`src/compacting_list_engine_assert.svh`:
```
// assertion macros used by the list engine datapath module
// each macro expects clk and rst_n in scope
`ifndef COMPACTING_LIST_ENGINE_ASSERT_SVH
`define COMPACTING_LIST_ENGINE_ASSERT_SVH

// property that must hold at every clock edge out of reset
`define CLE_ASSERT(label, prop) \
    label: assert property (@(posedge clk) disable iff (!rst_n) (prop)) \
        else $error("compacting_list_engine: assertion failed");

// consequence that must hold in the cycle after the antecedent
`define CLE_ASSERT_NEXT(label, ante, cons) \
    label: assert property (@(posedge clk) disable iff (!rst_n) (ante) |=> (cons)) \
        else $error("compacting_list_engine: assertion failed");

`endif

```
`src/cle_pkg.sv`:
```
`default_nettype none

package cle_pkg;

    localparam int LIST_DEPTH = 64;
    localparam int VALUE_W    = 32;
    localparam int FUNC_W     = 2;
    localparam int POS_W      = 6;
    localparam int COUNT_W    = 7;
    localparam int CAP_W      = 7;

    localparam logic [CAP_W-1:0] CAP_RESET = 7'd64;

    localparam logic [FUNC_W-1:0] FUNC_APPEND = 2'd0;
    localparam logic [FUNC_W-1:0] FUNC_DELETE = 2'd1;
    localparam logic [FUNC_W-1:0] FUNC_FIND   = 2'd2;

    typedef enum logic [2:0] {
        ST_IDLE,
        ST_APPEND,
        ST_READ,
        ST_CHECK,
        ST_SHIFT_RD,
        ST_SHIFT_WR,
        ST_FINISH
    } state_t;

    typedef struct packed {
        logic load_req;
        logic do_append;
        logic rd_en;
        logic rd_next;
        logic shift_wr;
        logic idx_inc;
        logic mark_hit;
        logic dec_occ;
        logic load_out;
    } cmd_t;

    typedef struct packed {
        logic match;
        logic at_last;
        logic next_last;
        logic is_delete;
        logic occ_zero;
        logic out_free;
    } sts_t;

endpackage

`default_nettype wire

```
`src/compacting_list_engine.sv`:
```
// channel  handshake            payload
// in       in_valid / in_stall  func, value
// out      out_valid / out_stall found, position, count, empty_res, status
// cfg      cfg_valid / cfg_ready cfg_data (capacity_limit)
//
// one request at a time; append goes through the append and finish states to the result
// find or delete reads and checks each entry in turn from index 0 to the first match or the last
// a delete then moves each later entry down, one memory read and one write each
// rst_n clears the count and sets the capacity to 64, entries are not cleared
// a stalled result holds in the output register; the next request is taken meanwhile
`default_nettype none

module compacting_list_engine
    import cle_pkg::*;
#(
    parameter int DEPTH = LIST_DEPTH
)
(
    input  wire logic                      clk,
    input  wire logic                      rst_n,
    input  wire logic                      in_valid,
    output logic                           in_stall,
    input  wire logic [FUNC_W-1:0]         func,
    input  wire logic signed [VALUE_W-1:0] value,
    output logic                           out_valid,
    input  wire logic                      out_stall,
    output logic                           found,
    output logic [POS_W-1:0]               position,
    output logic [COUNT_W-1:0]             count,
    output logic                           empty_res,
    output logic                           status,
    input  wire logic                      cfg_valid,
    output logic                           cfg_ready,
    input  wire logic [CAP_W-1:0]          cfg_data
);

    cmd_t cmd;
    sts_t sts;

    cle_ctrl u_ctrl (
        .clk      (clk),
        .rst_n    (rst_n),
        .in_valid (in_valid),
        .func     (func),
        .sts      (sts),
        .in_stall (in_stall),
        .cmd      (cmd)
    );

    cle_dp #(
        .DEPTH (DEPTH)
    ) u_dp (
        .clk       (clk),
        .rst_n     (rst_n),
        .cmd       (cmd),
        .sts       (sts),
        .func      (func),
        .value     (value),
        .cfg_valid (cfg_valid),
        .cfg_ready (cfg_ready),
        .cfg_data  (cfg_data),
        .out_stall (out_stall),
        .out_valid (out_valid),
        .found     (found),
        .position  (position),
        .count     (count),
        .empty_res (empty_res),
        .status    (status)
    );

endmodule

`default_nettype wire

```
`src/cle_ctrl.sv`:
```
`default_nettype none

module cle_ctrl
    import cle_pkg::*;
(
    input  wire logic              clk,
    input  wire logic              rst_n,
    input  wire logic              in_valid,
    input  wire logic [FUNC_W-1:0] func,
    input  wire sts_t              sts,
    output logic                   in_stall,
    output cmd_t                   cmd
);

    state_t state_reg;
    state_t state_next;

    always_ff @(posedge clk or negedge rst_n)
    begin
        if (!rst_n)
        begin
            state_reg <= ST_IDLE;
        end
        else
        begin
            state_reg <= state_next;
        end
    end

    always_comb
    begin
        state_next = state_reg;
        case (state_reg)
            ST_IDLE:
            begin
                if (in_valid)
                begin
                    case (func)
                        FUNC_APPEND: state_next = ST_APPEND;
                        FUNC_DELETE,
                        FUNC_FIND:   state_next = sts.occ_zero ? ST_FINISH : ST_READ;
                        default:     state_next = ST_FINISH;
                    endcase
                end
            end
            ST_APPEND:   state_next = ST_FINISH;
            ST_READ:     state_next = ST_CHECK;
            ST_CHECK:
            begin
                if (sts.match)
                begin
                    state_next = (sts.is_delete && !sts.at_last) ? ST_SHIFT_RD : ST_FINISH;
                end
                else
                begin
                    state_next = sts.at_last ? ST_FINISH : ST_READ;
                end
            end
            ST_SHIFT_RD: state_next = ST_SHIFT_WR;
            ST_SHIFT_WR: state_next = sts.next_last ? ST_FINISH : ST_SHIFT_RD;
            ST_FINISH:   state_next = sts.out_free ? ST_IDLE : ST_FINISH;
            default:     state_next = ST_IDLE;
        endcase
    end

    always_comb
    begin
        cmd      = '0;
        in_stall = (state_reg != ST_IDLE);
        case (state_reg)
            ST_IDLE:     cmd.load_req  = in_valid;
            ST_APPEND:   cmd.do_append = 1'b1;
            ST_READ:     cmd.rd_en     = 1'b1;
            ST_CHECK:
            begin
                cmd.mark_hit = sts.match;
                // hit on the last entry needs no shift
                cmd.dec_occ  = sts.match && sts.is_delete && sts.at_last;
                cmd.idx_inc  = !sts.match && !sts.at_last;
            end
            ST_SHIFT_RD:
            begin
                cmd.rd_en   = 1'b1;
                cmd.rd_next = 1'b1;
            end
            ST_SHIFT_WR:
            begin
                cmd.shift_wr = 1'b1;
                cmd.idx_inc  = 1'b1;
                cmd.dec_occ  = sts.next_last;
            end
            ST_FINISH:   cmd.load_out = sts.out_free;
            default:     cmd = '0;
        endcase
    end

endmodule

`default_nettype wire

```
`src/cle_dp.sv`:
```
`default_nettype none

`include "compacting_list_engine_assert.svh"

module cle_dp
    import cle_pkg::*;
#(
    parameter int DEPTH = LIST_DEPTH
)
(
    input  wire logic                      clk,
    input  wire logic                      rst_n,
    input  wire cmd_t                      cmd,
    output sts_t                           sts,
    input  wire logic [FUNC_W-1:0]         func,
    input  wire logic signed [VALUE_W-1:0] value,
    input  wire logic                      cfg_valid,
    output logic                           cfg_ready,
    input  wire logic [CAP_W-1:0]          cfg_data,
    input  wire logic                      out_stall,
    output logic                           out_valid,
    output logic                           found,
    output logic [POS_W-1:0]               position,
    output logic [COUNT_W-1:0]             count,
    output logic                           empty_res,
    output logic                           status
);

    localparam int IDX_W = $clog2(DEPTH);
    localparam int CNT_W = $clog2(DEPTH + 1);
    localparam int CMP_W = (CNT_W > CAP_W) ? CNT_W : CAP_W;
    localparam int OCW   = (CNT_W > COUNT_W) ? CNT_W : COUNT_W;
    localparam int PW    = (IDX_W > POS_W) ? IDX_W : POS_W;

    logic signed [VALUE_W-1:0] entries_reg [DEPTH];
    logic signed [VALUE_W-1:0] rd_data_reg;

    logic [CNT_W-1:0]          occ_reg;
    logic [CAP_W-1:0]          cap_reg;
    logic                      out_valid_reg;

    logic [FUNC_W-1:0]         op_reg;
    logic signed [VALUE_W-1:0] val_reg;
    logic [IDX_W-1:0]          idx_reg;
    logic                      hit_reg;
    logic [IDX_W-1:0]          pos_reg;
    logic                      stat_reg;

    logic                      found_reg;
    logic [POS_W-1:0]          position_reg;
    logic [COUNT_W-1:0]        count_reg;
    logic                      empty_reg;
    logic                      status_reg;

    logic                      full;
    logic                      mem_we;
    logic [IDX_W-1:0]          wr_addr;
    logic signed [VALUE_W-1:0] wr_data;
    logic [IDX_W-1:0]          rd_addr;
    logic [CNT_W:0]            idx_ext;
    logic [CNT_W:0]            occ_ext;
    logic [OCW-1:0]            occ_out;
    logic [PW-1:0]             pos_out;

    // full when count reached the capacity register or the array depth
    assign full = (CMP_W'(occ_reg) >= CMP_W'(cap_reg)) || (occ_reg >= CNT_W'(DEPTH));

    assign mem_we  = (cmd.do_append && !full) || cmd.shift_wr;
    assign wr_addr = cmd.shift_wr ? idx_reg : occ_reg[IDX_W-1:0];
    assign wr_data = cmd.shift_wr ? rd_data_reg : val_reg;
    assign rd_addr = cmd.rd_next ? (idx_reg + IDX_W'(1)) : idx_reg;

    assign idx_ext = (CNT_W + 1)'(idx_reg);
    assign occ_ext = (CNT_W + 1)'(occ_reg);
    assign occ_out = OCW'(occ_reg);
    assign pos_out = PW'(pos_reg);

    assign sts.match     = (rd_data_reg == val_reg);
    assign sts.at_last   = (idx_ext + (CNT_W + 1)'(1)) >= occ_ext;
    assign sts.next_last = (idx_ext + (CNT_W + 1)'(2)) >= occ_ext;
    assign sts.is_delete = (op_reg == FUNC_DELETE);
    assign sts.occ_zero  = (occ_reg == '0);
    assign sts.out_free  = !out_valid_reg || !out_stall;

    assign cfg_ready = 1'b1;

    always_ff @(posedge clk)
    begin
        if (mem_we)
        begin
            entries_reg[wr_addr] <= wr_data;
        end
        if (cmd.rd_en)
        begin
            rd_data_reg <= entries_reg[rd_addr];
        end
    end

    always_ff @(posedge clk or negedge rst_n)
    begin
        if (!rst_n)
        begin
            occ_reg       <= '0;
            cap_reg       <= CAP_RESET;
            out_valid_reg <= 1'b0;
        end
        else
        begin
            if (cfg_valid && cfg_ready)
            begin
                cap_reg <= cfg_data;
            end
            if (cmd.do_append && !full)
            begin
                occ_reg <= occ_reg + CNT_W'(1);
            end
            else if (cmd.dec_occ)
            begin
                occ_reg <= occ_reg - CNT_W'(1);
            end
            if (cmd.load_out)
            begin
                out_valid_reg <= 1'b1;
            end
            else if (!out_stall)
            begin
                out_valid_reg <= 1'b0;
            end
        end
    end

    always_ff @(posedge clk)
    begin
        if (cmd.load_req)
        begin
            op_reg   <= func;
            val_reg  <= value;
            idx_reg  <= '0;
            hit_reg  <= 1'b0;
            pos_reg  <= '0;
            stat_reg <= 1'b0;
        end
        else
        begin
            if (cmd.do_append && full)
            begin
                stat_reg <= 1'b1;
            end
            if (cmd.mark_hit)
            begin
                hit_reg <= 1'b1;
                pos_reg <= idx_reg;
            end
            if (cmd.idx_inc)
            begin
                idx_reg <= idx_reg + IDX_W'(1);
            end
        end
        if (cmd.load_out)
        begin
            found_reg    <= hit_reg;
            position_reg <= pos_out[POS_W-1:0];
            count_reg    <= occ_out[COUNT_W-1:0];
            empty_reg    <= (occ_reg == '0);
            status_reg   <= stat_reg;
        end
    end

    assign out_valid = out_valid_reg;
    assign found     = found_reg;
    assign position  = position_reg;
    assign count     = count_reg;
    assign empty_res = empty_reg;
    assign status    = status_reg;

    `CLE_ASSERT(a_occ_bound, occ_reg <= CNT_W'(DEPTH))
    `CLE_ASSERT(a_out_slot, cmd.load_out |-> !(out_valid_reg && out_stall))
    `CLE_ASSERT(a_dec_nonempty, cmd.dec_occ |-> (occ_reg != '0))
    `CLE_ASSERT_NEXT(a_append_grows, cmd.do_append && !full, occ_reg == CNT_W'($past(occ_reg) + CNT_W'(1)))

endmodule

`default_nettype wire
```
`config.mk`:
```
export PLATFORM = sky130hd
export DESIGN_NAME = compacting_list_engine
export DESIGN_NICKNAME = d
export VERILOG_FILES = /design/src/cle_pkg.sv /design/src/compacting_list_engine.sv /design/src/cle_ctrl.sv /design/src/cle_dp.sv
export VERILOG_INCLUDE_DIRS = /design/src /design/src/src
export SDC_FILE = /design/constraint.sdc
export NUM_CORES = 2
export LEC_CHECK = 0
export BUFFER_PORTS_ARGS = -buffer_cell sky130_fd_sc_hd__buf_2
export CAP_MARGIN = 20
export CORE_UTILIZATION = 35
export CTS_CLUSTER_DIAMETER = 100
export DETAILED_ROUTE_END_ITERATION = 12
export PLACE_DENSITY = 0.6
export SLEW_MARGIN = 20
export SYNTH_ARGS = -nofsm -noshare
export SYNTH_HDL_FRONTEND = slang
export SYNTH_SLANG_ARGS = --single-unit
```
`constraint.sdc`:
```
create_clock -name clk -period 4.44 [get_ports clk]
set_clock_uncertainty 0.2 [all_clocks]
set_input_delay 0.888 -clock clk [delete_from_list [all_inputs] [get_ports clk]]
set_output_delay 0.888 -clock clk [all_outputs]
set_load 0.05 [all_outputs]
```
==> results.ini <==
[critical_path]
reg2reg_depth = 9
worstPathRequired_ns = 4.81
startpoint_type = register
arrival_ns = 4.68
crit_fanout = 15
r2r_slack_ns = 0.13
critPathCaptureType = register
worstReg2RegStart = u_dp.idx_reg[2]$_SDFFE_PP0P_
reg2reg_to = u_dp.rd_data_reg[9]$_DFFE_PP_
critical_path_class = reg2reg

[finish]
drive_gt1_share_pct = 16.1
largest_reg_flops = 2048
layout_commonest_cell = edfxtp_1
layout_common_cells = 2130 x edfxtp_1, 895 x o22ai_1, 284 x nor3_1
nFillCells = 19700
fin_nets = 4881
multi_input_area_mm2 = 0.0139
ff_latch_area_mm2 = 0.0647
stdcell_count = 7976
syn2layout_area_growth_pct = 17.9

[power_and_ir_drop]
switchingPower_w = 0.0199
vdd_drop_max_mv = 0.593
seqPwrFrac_pct = 42.3
cellLeakagePower_nw = 28.6
intPower_w = 0.0387
p_comb_share_pct = 28.3
clkPwrFrac_pct = 29.4
powerDensity_mw_per_mm2 = 628
p_sw_share_pct = 34.0

[min_path]
hold_end = u_dp.val_reg[30]$_DFFE_PP_
whs_path_depth = 1
hp-start = value[30]
hold_class = in2reg

[floorplanning]
rows = 174
core_mm2 = 0.225
die_width_um = 478
die-area_mm2 = 0.228
io_pins = 65
fp.dieH_um = 478
start_util_pct = 35.2

[outcome]
status = complete, but fails checks
violations = design-rule violations

[placement]
dp_hpwl_mm = 135
dp.cells = 7550
gp_congestion = 0.870
port_buffers = 63

[global_route]
track_usage_pct = 20.4
grt_max_degree = 97
use_met1_pct = 27.4
grt_pass1_vias = 46100
grt_pass1_wl_mm = 339
gr-total-overflow = 0
antenna_found_initial = 11
grt.met2_usage_pct = 32.6
busiest_layer = met2
use_met3_pct = 3.73

[synth]
synth_warnings = 0
yosysTopAreaCellShare_pct = 80.8
synthDistinctLibCells = 61
syn_avg_cell_area_um2 = 17.6
synth_top_cell_by_area = edfxtp_1
synthArstFlopShare_pct = 0.833
ys_ff_latch = 2162
synth_flop_cell = edfxtp_1
synth_area_leaders = edfxtp_1 81%, o22ai_1 7.1%, o221ai_1 2.8%
synth-edff-count = 2130
synth_nets = 4566
synth_cells = 4489
yosysSeqAreaShare_pct = 81.7
syn_area_mm2 = 0.0792

[detailed_routing]
drt_first_pass_iters = 10
wirelength_mm = 237
routedWlPerCell_um = 29.8
route.vias.total = 47300
drc = 36
drt_iter0_markers = 6142
routed_via_density = 5.93
antenna_left = 0

[sta]
setup_viol = 0
max_freq_ghz = 0.232
min_period_ns = 4.31
fin_crit_sh_pct = 97.0
rsz0062_at_grt = false
slew_viol_final = 0
finalHoldViolations = 0
final.setup.tns_ns = 0
maxSlewHeadroom_pct = 24.4
tightestPinTransition_ns = 1.13

[cts]
clockBufferDepth = 3
cts_root_buffer = clkbuf_16
numCtsBuffers = 208
clkLatencyLatePin_ns = 0.87
clkSlewWorstSetupHoldPaths_ns = 0.06
cts_max_level = 4
cts_tree = yes
cts_sinks = 2162

[flow_run]
maxCapViolCount = 0

==> critical path, cell delays in order, from the launching register on <==
cell and delay [ns]:
dfxtp_1 0.64, ha_1 0.38, a21boi_1 0.14, a32oi_1 0.37, nor2_1 0.13, a21oi_4 0.59
buf_4 0.42, nor3_1 0.12, o31ai_1 0.83, nand4_1 0.16
==> metal layers <==
layer | up-vias | wire (um) | share of wire, %
li1 | 19700 | - | -
met1 | 24600 | 93600 | 39
met2 | 2506 | 111000 | 47
met3 | 416 | 21600 | 9.1
met4 | 6 | 10700 | 4.5
met5 | - | 41 | 0.017
==> synthesized netlist by cell type (17+ instances only) <==
cell type	count
mux2_2	34
o31ai_1	117
nor2_1	99
clkbuf_1	203
dfrtp_1	17
nand3_1	19
ha_1	30
nor3_1	287
buf_2	72
nand4_1	24
buf_1	38
inv_1	25
o221ai_1	250
edfxtp_1	2130
o2111ai_1	17
nand2_1	39
o22ai_1	895
xor2_1	37
mux2i_1	19
==> area by class of cell <==
cell class | instances | share of cell area, %
sequential | 2162 | 69.3
multi-input combinational | 1986 | 14.8
clock buffer | 265 | 5.86
timing repair buffer | 419 | 4.62
tap | 2992 | 4.01
clock inverter | 120 | 1.25
inverter | 27 | 0.109
antenna | 5 | 0.0134
==> power groups by stage <==
stage                     clock network [W]  registers (W)  logic (W)
after global placement                    0         0.0252     0.0162
after detailed placement                  0         0.0252     0.0163
after CTS                            0.0174         0.0248     0.0164
after global routing                 0.0182         0.0248     0.0174
after floorplan                           0         0.0251    0.00861
final                                0.0173         0.0248     0.0166
==> repair_timing <==
item                       in CTS  in global routing
resized for setup               0                  1
hold endpoints to repair       52                  0
buffers inserted                0                  0
setup endpoints to repair       0                  1
hold buffers                   36                  0
==> through the flow <==
stage	hold slack, ns	area [um^2]	utilization, %	setup WS [ns]	power [W]
2_1_floorplan	0.208	79200	-	0.391	0.0337
3_3_place_gp	0.223	86300	38.4	0.0939	0.0414
3_5_place_dp	0.221	86300	38.4	0.119	0.0415
4_1_cts	0.00102	93300	41.5	0.0854	0.0586
5_1_grt	0.0238	93400	41.5	0.0105	0.0605
6_report	0.0535	93400	41.5	0.133	0.0587
==> cell families after synthesis <==
group,count (synthesis),share of synthesized area [%]
buffers and inverters,341,1.73
other,1,0.00473
AOI/OAI and AO/OA,1352,11.8
and+or+nand+nor,500,3.06
DFF,2162,81.7
adders and majority gates,31,0.499
muxes,53,0.724
xor gates and xnor gates,49,0.542
==> worst max path at each step <==
stage | startpoint | end | slack, ns | depth (start not counted)
after floorplan | u_dp.cap_reg[6]$_DFFE_PN1P_ | u_dp.entries_reg[10][0]$_DFFE_PP_ | 0.39 | 9
after global placement | u_dp.idx_reg[2]$_SDFFE_PP0P_ | u_dp.rd_data_reg[29]$_DFFE_PP_ | 0.09 | 9
after detailed placement | u_dp.idx_reg[2]$_SDFFE_PP0P_ | u_dp.rd_data_reg[29]$_DFFE_PP_ | 0.12 | 9
after CTS | u_dp.idx_reg[2]$_SDFFE_PP0P_ | u_dp.rd_data_reg[7]$_DFFE_PP_ | 0.09 | 9
after global routing | u_dp.idx_reg[2]$_SDFFE_PP0P_ | u_dp.rd_data_reg[4]$_DFFE_PP_ | 0.01 | 10
final | u_dp.idx_reg[2]$_SDFFE_PP0P_ | u_dp.rd_data_reg[9]$_DFFE_PP_ | 0.13 | 9
No activity file was read; power rests on OpenSTA's default activity.
